[src/rtl/core/mfbd_pkg.sv]
// shared types, codes and classification for the mpeg-4 frame boundary detector
package mfbd_pkg;

    // byte offset counter width default
    localparam int OFFSET_WIDTH_DEF = 32;
    // width of the reported start offset field
    localparam int START_OFFSET_W = 32;

    // start code classes as reported on code_class
    typedef enum logic [2:0] {
        CLASS_VOS   = 3'd0,
        CLASS_VO    = 3'd1,
        CLASS_VOL   = 3'd2,
        CLASS_GOV   = 3'd3,
        CLASS_VOP   = 3'd4,
        CLASS_USER  = 3'd5,
        CLASS_OTHER = 3'd6
    } class_t;

    // header layer rank, sync ranks highest
    typedef enum logic [2:0] {
        LAYER_VOS  = 3'd1,
        LAYER_VO   = 3'd2,
        LAYER_VOL  = 3'd3,
        LAYER_GOV  = 3'd4,
        LAYER_VOP  = 3'd5,
        LAYER_SYNC = 3'd6
    } layer_t;

    // zero history: trailing zero count, or prefix complete
    typedef enum logic [1:0] {
        ZR_NONE = 2'd0,
        ZR_ONE  = 2'd1,
        ZR_TWO  = 2'd2,
        ZR_CODE = 2'd3
    } zero_run_t;

    // code byte values with a class of their own
    localparam logic [7:0] CODE_VO_LAST  = 8'h1F;
    localparam logic [7:0] CODE_VOL_LAST = 8'h2F;
    localparam logic [7:0] CODE_VOS      = 8'hB0;
    localparam logic [7:0] CODE_USER     = 8'hB2;
    localparam logic [7:0] CODE_GOV      = 8'hB3;
    localparam logic [7:0] CODE_VOP      = 8'hB6;

    // result of one scanned byte, handed to the output register
    typedef struct packed {
        logic   hit;
        logic   is_boundary;
        class_t code_class;
    } scan_res_t;

    // map a code byte to its class
    function automatic class_t classify(input logic [7:0] code);
        class_t cls;
        if (code <= CODE_VO_LAST) cls = CLASS_VO;
        else if (code <= CODE_VOL_LAST) cls = CLASS_VOL;
        else if (code == CODE_VOS) cls = CLASS_VOS;
        else if (code == CODE_USER) cls = CLASS_USER;
        else if (code == CODE_GOV) cls = CLASS_GOV;
        else if (code == CODE_VOP) cls = CLASS_VOP;
        else cls = CLASS_OTHER;
        return cls;
    endfunction

endpackage

[src/rtl/core/mfbd_in_stage.sv]
// input register stage holding one stream byte
module mfbd_in_stage (
    input  logic       clk,
    input  logic       rst_n,
    input  logic       in_valid,
    output logic       in_ready,
    input  logic [7:0] data_byte,
    input  logic       resync,
    input  logic       advance,
    output logic       held_valid,
    output logic [7:0] held_byte,
    output logic       held_resync
);

    logic       valid_reg;
    logic       valid_next;
    logic [7:0] byte_reg;
    logic       resync_reg;

    // take a new item when empty or when the held one moves on
    assign in_ready   = !valid_reg || advance;
    assign valid_next = in_ready ? in_valid : valid_reg;

    always_ff @(posedge clk or negedge rst_n)
    begin
        if (!rst_n)
        begin
            valid_reg <= 1'b0;
        end
        else
        begin
            valid_reg <= valid_next;
        end
    end

    // payload, no reset needed
    always_ff @(posedge clk)
    begin
        if (in_valid && in_ready)
        begin
            byte_reg   <= data_byte;
            resync_reg <= resync;
        end
    end

    assign held_valid  = valid_reg;
    assign held_byte   = byte_reg;
    assign held_resync = resync_reg;

endmodule

[src/rtl/core/mfbd_scan.sv]
// start code scanner: zero history, layer rank and byte offset
module mfbd_scan #(
    parameter int OFFSET_WIDTH = mfbd_pkg::OFFSET_WIDTH_DEF
) (
    input  logic                    clk,
    input  logic                    rst_n,
    input  logic                    step,
    input  logic [7:0]              data_byte,
    input  logic                    resync,
    output mfbd_pkg::scan_res_t     res,
    output logic [OFFSET_WIDTH-1:0] start_offset
);

    mfbd_pkg::zero_run_t      zr_reg, zr_next, zr_cur;
    mfbd_pkg::layer_t         layer_reg, layer_next, layer_cur, code_layer;
    logic [OFFSET_WIDTH-1:0]  pos_reg, pos_next, pos_cur;
    mfbd_pkg::class_t         cls;
    logic                     is_layer;
    logic                     boundary;

    // resync acts as reset ahead of this byte
    assign zr_cur    = resync ? mfbd_pkg::ZR_NONE    : zr_reg;
    assign layer_cur = resync ? mfbd_pkg::LAYER_SYNC : layer_reg;
    assign pos_cur   = resync ? '0 : pos_reg;

    assign cls = mfbd_pkg::classify(data_byte);

    // layer rank of the code class
    always_comb
    begin
        is_layer   = 1'b1;
        code_layer = mfbd_pkg::LAYER_SYNC;
        unique case (cls)
            mfbd_pkg::CLASS_VOS: code_layer = mfbd_pkg::LAYER_VOS;
            mfbd_pkg::CLASS_VO:  code_layer = mfbd_pkg::LAYER_VO;
            mfbd_pkg::CLASS_VOL: code_layer = mfbd_pkg::LAYER_VOL;
            mfbd_pkg::CLASS_GOV: code_layer = mfbd_pkg::LAYER_GOV;
            mfbd_pkg::CLASS_VOP: code_layer = mfbd_pkg::LAYER_VOP;
            default:             is_layer   = 1'b0;
        endcase
    end

    // lower rank, or vop after vop, starts a new frame
    assign boundary = is_layer &&
                      ((code_layer < layer_cur) ||
                       (code_layer == mfbd_pkg::LAYER_VOP &&
                        layer_cur == mfbd_pkg::LAYER_VOP));

    // zero history and layer update
    always_comb
    begin
        layer_next = layer_cur;
        zr_next    = mfbd_pkg::ZR_NONE;
        unique case (zr_cur)
            mfbd_pkg::ZR_CODE:
            begin
                if (is_layer)
                begin
                    layer_next = code_layer;
                end
            end
            mfbd_pkg::ZR_NONE:
            begin
                if (data_byte == 8'h00) zr_next = mfbd_pkg::ZR_ONE;
            end
            mfbd_pkg::ZR_ONE:
            begin
                if (data_byte == 8'h00) zr_next = mfbd_pkg::ZR_TWO;
            end
            mfbd_pkg::ZR_TWO:
            begin
                if (data_byte == 8'h00) zr_next = mfbd_pkg::ZR_TWO;
                else if (data_byte == 8'h01) zr_next = mfbd_pkg::ZR_CODE;
            end
            default: zr_next = mfbd_pkg::ZR_NONE;
        endcase
    end

    assign pos_next = pos_cur + OFFSET_WIDTH'(1);

    always_ff @(posedge clk or negedge rst_n)
    begin
        if (!rst_n)
        begin
            zr_reg    <= mfbd_pkg::ZR_NONE;
            layer_reg <= mfbd_pkg::LAYER_SYNC;
            pos_reg   <= '0;
        end
        else if (step)
        begin
            zr_reg    <= zr_next;
            layer_reg <= layer_next;
            pos_reg   <= pos_next;
        end
    end

    // result for a code byte
    assign res.hit         = (zr_cur == mfbd_pkg::ZR_CODE);
    assign res.is_boundary = boundary;
    assign res.code_class  = cls;
    assign start_offset    = pos_cur - OFFSET_WIDTH'(3);

endmodule

[src/rtl/core/mpeg4_frame_boundary_detector.sv]
// top level of the mpeg-4 part 2 start code frame boundary detector
// Takes one elementary stream byte per item and gives one result item per
// start code (the byte after 00 00 01): its class, whether it opens a new
// frame, and the stream offset of the prefix's first zero byte, cut or
// zero-extended to 32 bits from an OFFSET_WIDTH-bit wrapping counter.
// Bytes that are not code bytes give no result. Throughput is one byte per
// cycle while no held result stalls; an item is held in the input register
// and its result is then registered in the output register.
// The rate is set only by out_ready: a held result stalls the input register.
// resync set on a byte clears all state before that byte is counted.
module mpeg4_frame_boundary_detector #(
    parameter int OFFSET_WIDTH = mfbd_pkg::OFFSET_WIDTH_DEF
) (
    input  logic        clk,
    input  logic        rst_n,
    input  logic        in_valid,
    output logic        in_ready,
    input  logic [7:0]  data_byte,
    input  logic        resync,
    output logic        out_valid,
    input  logic        out_ready,
    output logic        is_boundary,
    output logic [2:0]  code_class,
    output logic [31:0] start_offset
);

    logic                    held_valid;
    logic [7:0]              held_byte;
    logic                    held_resync;
    logic                    advance;
    logic                    out_free;
    mfbd_pkg::scan_res_t     res;
    logic [OFFSET_WIDTH-1:0] scan_offset;
    logic [OFFSET_WIDTH+mfbd_pkg::START_OFFSET_W-1:0] offset_ext;

    logic        out_valid_reg;
    logic        out_valid_next;
    logic        boundary_reg;
    logic [2:0]  class_reg;
    logic [31:0] offset_reg;

    // held item moves on when the output register can take its result
    assign out_free = !out_valid_reg || out_ready;
    assign advance  = held_valid && out_free;

    mfbd_in_stage u_in_stage (
        .clk         (clk),
        .rst_n       (rst_n),
        .in_valid    (in_valid),
        .in_ready    (in_ready),
        .data_byte   (data_byte),
        .resync      (resync),
        .advance     (advance),
        .held_valid  (held_valid),
        .held_byte   (held_byte),
        .held_resync (held_resync)
    );

    mfbd_scan #(
        .OFFSET_WIDTH (OFFSET_WIDTH)
    ) u_scan (
        .clk          (clk),
        .rst_n        (rst_n),
        .step         (advance),
        .data_byte    (held_byte),
        .resync       (held_resync),
        .res          (res),
        .start_offset (scan_offset)
    );

    // fit the counter width to the 32-bit field
    assign offset_ext = {{mfbd_pkg::START_OFFSET_W{1'b0}}, scan_offset};

    // output register
    always_comb
    begin
        out_valid_next = out_valid_reg && !out_ready;
        if (advance && res.hit)
        begin
            out_valid_next = 1'b1;
        end
    end

    always_ff @(posedge clk or negedge rst_n)
    begin
        if (!rst_n)
        begin
            out_valid_reg <= 1'b0;
        end
        else
        begin
            out_valid_reg <= out_valid_next;
        end
    end

    always_ff @(posedge clk)
    begin
        if (advance && res.hit)
        begin
            boundary_reg <= res.is_boundary;
            class_reg    <= res.code_class;
            offset_reg   <= offset_ext[mfbd_pkg::START_OFFSET_W-1:0];
        end
    end

    assign out_valid    = out_valid_reg;
    assign is_boundary  = boundary_reg;
    assign code_class   = class_reg;
    assign start_offset = offset_reg;

endmodule

[config.mk]
export PLATFORM = sky130hd
export DESIGN_NAME = mpeg4_frame_boundary_detector
export DESIGN_NICKNAME = d
export VERILOG_FILES = /design/src/rtl/core/mfbd_pkg.sv /design/src/rtl/core/mfbd_in_stage.sv /design/src/rtl/core/mfbd_scan.sv /design/src/rtl/core/mpeg4_frame_boundary_detector.sv
export SDC_FILE = /design/constraint.sdc
export NUM_CORES = 1
export LEC_CHECK = 0
export BUFFER_PORTS_ARGS = -buffer_cell sky130_fd_sc_hd__buf_2
export CAP_MARGIN = 0
export CORE_MARGIN = 3
export CORE_UTILIZATION = 30
export DETAILED_ROUTE_END_ITERATION = 8
export GPL_TIMING_DRIVEN = 1
export HOLD_SLACK_MARGIN = 0.08
export RECOVER_POWER = 100
export REMOVE_ABC_BUFFERS = 1
export SLEW_MARGIN = 40
export SYNTH_ARGS = -nofsm -noshare
export SYNTH_HDL_FRONTEND = slang
export SYNTH_SLANG_ARGS = --single-unit
[constraint.sdc]
create_clock -name clk -period 2.93 [get_ports clk]
set_input_delay 0.293 -clock clk [delete_from_list [all_inputs] [get_ports clk]]
set_output_delay 0.293 -clock clk [all_outputs]
set_load 0.05 [all_outputs]
After elaboration in Yosys (flattened, before gate mapping)
Index checks and enable logic that the tools add are counted.
{"block": "word_totals", "wordCells": 64, "ff_bits": 84, "inputBits": 13, "out_inout_bits": 38}
{"block": "op_classes", "magnitude_cmp": 3, "addsub": 2, "eq_ne": 14, "n_reduce_logical": 16, "n_mux": 19}
{"cell": "$add A32 B1 Y32 const B", "count": 1}
{"cell": "$eq A8 B8 Y1 const B", "count": 4}
{"cell": "$mux W32", "count": 1}
{"cell": "$sub A32 B2 Y32 const B", "count": 1}
{"cell": "$mux W3", "count": 8}
{"cell": "$pmux W3 S5", "count": 1}
{"cell": "$mux W2", "count": 5}
{"cell": "$eq A3 B3 Y1 const B", "count": 3}
{"cell": "$eq A8 B1 Y1 const B", "count": 1}
{"cell": "$le A8 B5 Y1 const B", "count": 1}
{"cell": "$le A8 B6 Y1 const B", "count": 1}
{"cell": "$logic_not A8 Y1", "count": 1}
{"cell": "$eq A3 B2 Y1 const B", "count": 2}
{"cell": "$logic_and A1 B1 Y1", "count": 6}
{"cell": "$pmux W2 S3", "count": 1}
{"cell": "$reduce_or A5 Y1", "count": 1}
{"cell": "$eq A2 B2 Y1 const B", "count": 2}
{"cell": "$eq A3 B1 Y1 const B", "count": 1}
{"cell": "$logic_not A1 Y1", "count": 3}
{"cell": "$logic_not A3 Y1", "count": 1}
{"cell": "$logic_or A1 B1 Y1", "count": 3}
{"cell": "$lt A3 B3 Y1", "count": 1}
{"cell": "$mux W1", "count": 3}
{"cell": "$eq A2 B1 Y1 const B", "count": 1}
{"cell": "$logic_not A2 Y1", "count": 1}

Depth between registers and ports, before layout
{"block": "depth", "depth_word": 13, "ltp_mapped": 11, "depth_no_buf": 9}

By module
Synthesis repeated with hierarchy kept, for this count alone.
{"block": "hier_totals", "cells_unflattened": 471, "hier_area_um2": 4813.4}
{"module": "mfbd_scan", "area_each_um2": 3339.5, "cells_each": 416, "seq_area_each_um2": 928.4, "n_inst": 1}
{"module": "mpeg4_frame_boundary_detector", "area_each_um2": 1149.9, "cells_each": 42, "seq_area_each_um2": 1106.1, "n_inst": 1}
{"module": "mfbd_in_stage", "area_each_um2": 324.1, "cells_each": 13, "seq_area_each_um2": 295.3, "n_inst": 1}

Worst setup path before layout
No wires, ideal clock.
{"block": "synth_timing", "kind": "register to register", "startpoint": "reg u_in_stage.resync_reg (netlist: u_in_stage.held_resync)", "endpoint": "reg u_scan.pos_reg[16]", "setup_ns": 0.123, "required_ns": 2.807, "period_less_slack_ns": 2.518, "path_stages_with_launch": 12, "path_buffers": 2, "arrival_ns": 2.395, "path_slack_ns": 0.412, "cell_sequence": "edfxtp_1 clkbuf_1 inv_1 buf_6 nand2_1 inv_1 ha_1 and3_1 nand3_1 nor4_1 nand3_1 xor2_1"}
{"block": "synth_between", "elab_chain_cells": 2}
{"element": "from (decl)", "line_no": "mfbd_in_stage.sv:18", "rtl": "logic resync_reg;"}
{"element": "from (signal assigned)", "line_no": "mfbd_in_stage.sv:42", "rtl": "resync_reg <= resync;"}
{"element": "$mux W32", "line_no": "mfbd_scan.sv:24", "rtl": "assign pos_cur = resync ? '0 : pos_reg;"}
{"element": "$add A32 B1 Y32", "line_no": "mfbd_scan.sv:79", "rtl": "assign pos_next = pos_cur + OFFSET_WIDTH'(1);"}
{"element": "to (signal assigned)", "line_no": "mfbd_scan.sv:93", "rtl": "pos_reg <= pos_next;"}
{"element": "to (decl)", "line_no": "mfbd_scan.sv:16", "rtl": "logic [OFFSET_WIDTH-1:0] pos_reg, pos_next, pos_cur;"}
No other way between the ends.
A chain may end at the register's enable or synchronous reset.

Final worst setup path
{"block": "layout_timing", "startpoint": "reg u_scan.pos_reg[4]", "endpoint": "reg offset_reg[26] (netlist: start_offset[26]) (data pin)"}
{"block": "layout_between", "elab_chain_cells": 2}
{"element": "$mux W32", "line_no": "mfbd_scan.sv:24"}
{"element": "$sub A32 B2 Y32", "line_no": "mfbd_scan.sv:101", "rtl": "assign start_offset = pos_cur - OFFSET_WIDTH'(3);"}
{"element": "via scan_offset[26]", "line_no": "mpeg4_frame_boundary_detector.sv:33", "rtl": "logic [OFFSET_WIDTH-1:0] scan_offset;"}
{"element": "to (signal assigned)", "line_no": "mpeg4_frame_boundary_detector.sv:102", "rtl": "offset_reg <= offset_ext[mfbd_pkg::START_OFFSET_W-1:0];"}
{"element": "to (decl)", "line_no": "mpeg4_frame_boundary_detector.sv:40", "rtl": "logic [31:0] offset_reg;"}
The timed path passes the listed nets, and every way through them passes these cells.

==> metrics.txt <==
Area Growth Syn to Fin=13.1%; Setup crit end kind=register; global route total overflow=0; capture point of the worst path=start_offset[26]; Final Cycle Share=0.860; RSZ-0062 raised after global routing=false; post-layout min period=2520 ps; total CTS buffers=9; Post-synth ARST share=0.464; dpl hpwl=7320 um; Max Clock Skew=7.90 ps; r2r startpoint=u_scan.pos_reg[4]; worst slew pin tran=1640 ps; Critical path origin=u_scan.pos_reg[4]; H-tree levels=3; Crit Path Category=register to register; vias in the first global route=3538; status=finished, violations left; Remaining DRCs=0; root buffer cell=clkbuf_16; worst r2r path cells=5; Post-CTS Resized=0; flop2flop setup slack=410 ps; r2r endpoint=start_offset[26]; layout cells sized above 1=0.0938; Final Util=0.353; Netlist Area Pre-Place=4610 um2; Post-synth top flop=edfxtp_1; Post-Syn Instances=453; combinational share of power=0.116; largest net degree at the start of global routing=40; yosys warns=0; Seq pwr share=0.478; highest clock rate=0.397 GHz; CP Max Fanout=10; VDD IR max=0.261 mV; Total GRT Usage=0.132; Die Width=130 um; failing checks=max-capacitance violations, max-slew violations; syn avg cell area=10.2 um2; Initial DRT Pass Iterations=4; Power Total=2850 uW; Core Area=14800 um2; Clock Sink Count=84; Critical Path AT=2610 ps; startpoint types=register; PD cells=546 nW/um2; DR iter-0 viols=240; Seq/Total Area, Yosys=0.506; worst min path class=input pin to register; DIE AREA=16900 um2; Sw Ratio=0.251; Clock transition at path regs=60 ps; Die Ht=130 um; Slew HR=-0.0909; worst-skew pair later-pin latency=350 ps; Worst Path Required=3020 ps; first-pass GRT wire length=17600 um; initial antenna violation count=0; distinct cell type count after synthesis=65; fin. max-slew vios=40; Power Internal=2130 uW; DR vias/cell=5.19; # nets final=512; EDFF count, synth=45; # diodes=0; final instance area=5210 um2; Net Sw Power=713 uW; via count=3558; Site Rows=44; Filler Cells Inserted=1514; Hold Vio Cnt, Final=0; Final setup viols=0; Lkg Pwr=0.00184 uW; GP Congestion=0.900; WL final=10400 um; Routed WL per cell=15.2 um; IO Port Bufs=50; Area after DPL=4970 um2; initial core utilization=0.312; clock buffer depth=2; synthesis-stage register bit count=84; I/O Pins=51; Clk pwr share=0.405; post-route ant nets=0; maxcap violations=1; CTS tree=built
[synth_stat cells (4+ instances only)]
cell type,number,area [um2]
nand2_1,67,251
edfxtp_1,45,1350
dfrtp_1,37,926
a21oi_1,30,150
nor2_1,25,93.8
xnor2_1,22,193
nand3_1,20,100
xor2_1,17,149
clkbuf_1,13,48.8
inv_1,13,48.8
nor3_1,13,65.1
nor4_1,13,81.3
o21ai_0,13,65.1
o311ai_0,9,78.8
nor2b_1,8,50.1
and3_1,6,37.5
nand2b_1,6,37.5
buf_6,5,56.3
nand4_1,5,31.3
or3_1,5,31.3
a31oi_1,4,25.0
o32ai_1,4,35.0
[layer usage]
metal | share of wire | track usage | wire (um)
met1 | 0.48 | 0.178 | 5020
met2 | 0.44 | 0.203 | 4630
met3 | 0.056 | 0.0352 | 585
met4 | 0.018 | 0.0507 | 191
met5 | 0 | 0 | 0
[power groups by stage]
stage / combinational [uW] / clock [uW] / sequential (uW)
6_report: 331 / 1150 / 1360
2_1_floorplan: 239 / 0 / 1370
5_1_grt: 376 / 1240 / 1370
3_5_place_dp: 332 / 0 / 1380
3_3_place_gp: 326 / 0 / 1380
4_1_cts: 336 / 1180 / 1360
[critical path: stages (launching register included)]
cell and delay, ps:
dfrtp_1 440, or3_1 620, nor3_4 340, nand2_1 170, nor4_1 320, mux2_1 370
[per-stage QoR]
step | TNS [ps] | setup slack [ps] | cells | hold slack [ps]
finish | 0 | 410 | 685 | 120
global route | 0 | 163 | 685 | 109
CTS | 0 | 402 | 685 | 109
detailed placement | 0 | 426 | 668 | 314
global placement | 0 | 489 | 668 | 470
floorplan | -4560 | -662 | 425 | -2.59
[how the worst min path moves through the flow]
stage	from	endpoint	slack (ps)	depth (start not counted)
global route	data_byte[7]	u_in_stage.held_byte[7]	110	1
global placement	data_byte[5]	u_in_stage.held_byte[5]	470	1
floorplan	rst_n	out_valid	-3	0
CTS	data_byte[3]	u_in_stage.held_byte[3]	110	1
detailed placement	rst_n	u_scan.pos_reg[11]	310	1
finish	data_byte[1]	u_in_stage.held_byte[1]	120	1
[cell usage in the layout, fill, tap and decap left out, drive strengths merged, types with 6 or more instances in the layout]
| cell | Yosys | routed |
|---|---|---|
| nand2b | 6 | 6 |
| nor3 | 15 | 15 |
| or4 | 6 | 6 |
| and3 | 7 | 7 |
| nor2b | 8 | 8 |
| o311ai | 9 | 9 |
| nand2 | 68 | 68 |
| nor4 | 15 | 15 |
| edfxtp | 45 | 45 |
| clkbuf | 18 | 59 |
| inv | 13 | 13 |
| buf | 10 | 14 |
| o21ai | 13 | 13 |
| a21oi | 30 | 30 |
| xor2 | 17 | 17 |
| dfrtp | 37 | 37 |
| nor2 | 26 | 26 |
| xnor2 | 22 | 22 |
| nand3 | 20 | 20 |
[layout make-up]
| type | count | area (um2) | area share |
|---|---|---|---|
| inverter | 13 | 48.8 | 0.00937 |
| timing repair buffer | 60 | 259 | 0.0497 |
| tap | 184 | 230 | 0.0442 |
| sequential | 84 | 2330 | 0.447 |
| multi-input combinational | 328 | 2040 | 0.392 |
| clock inverter | 2 | 35.0 | 0.00673 |
| clock buffer | 14 | 264 | 0.0507 |
[timing repair]
item / in CTS / in global routing
endpoints found under the hold margin: 37 / 0
setup buffers: 0 / 0
hold buffers: 1 / 0
[cells by family (layout without fill, tap and decap cells)]
kind of cell	count (synthesis)	in the layout	synth area share
AOI/OAI and AO/OA	77	77	0.106
muxes	4	4	0.00923
adders and majority gates	3	3	0.00815
DFF	84	84	0.506
xor gates and xnor gates	39	39	0.0741
buffers and inverters	41	89	0.0505
and+or+nand+nor	205	205	0.246
Power figures use the tool's default switching activity.
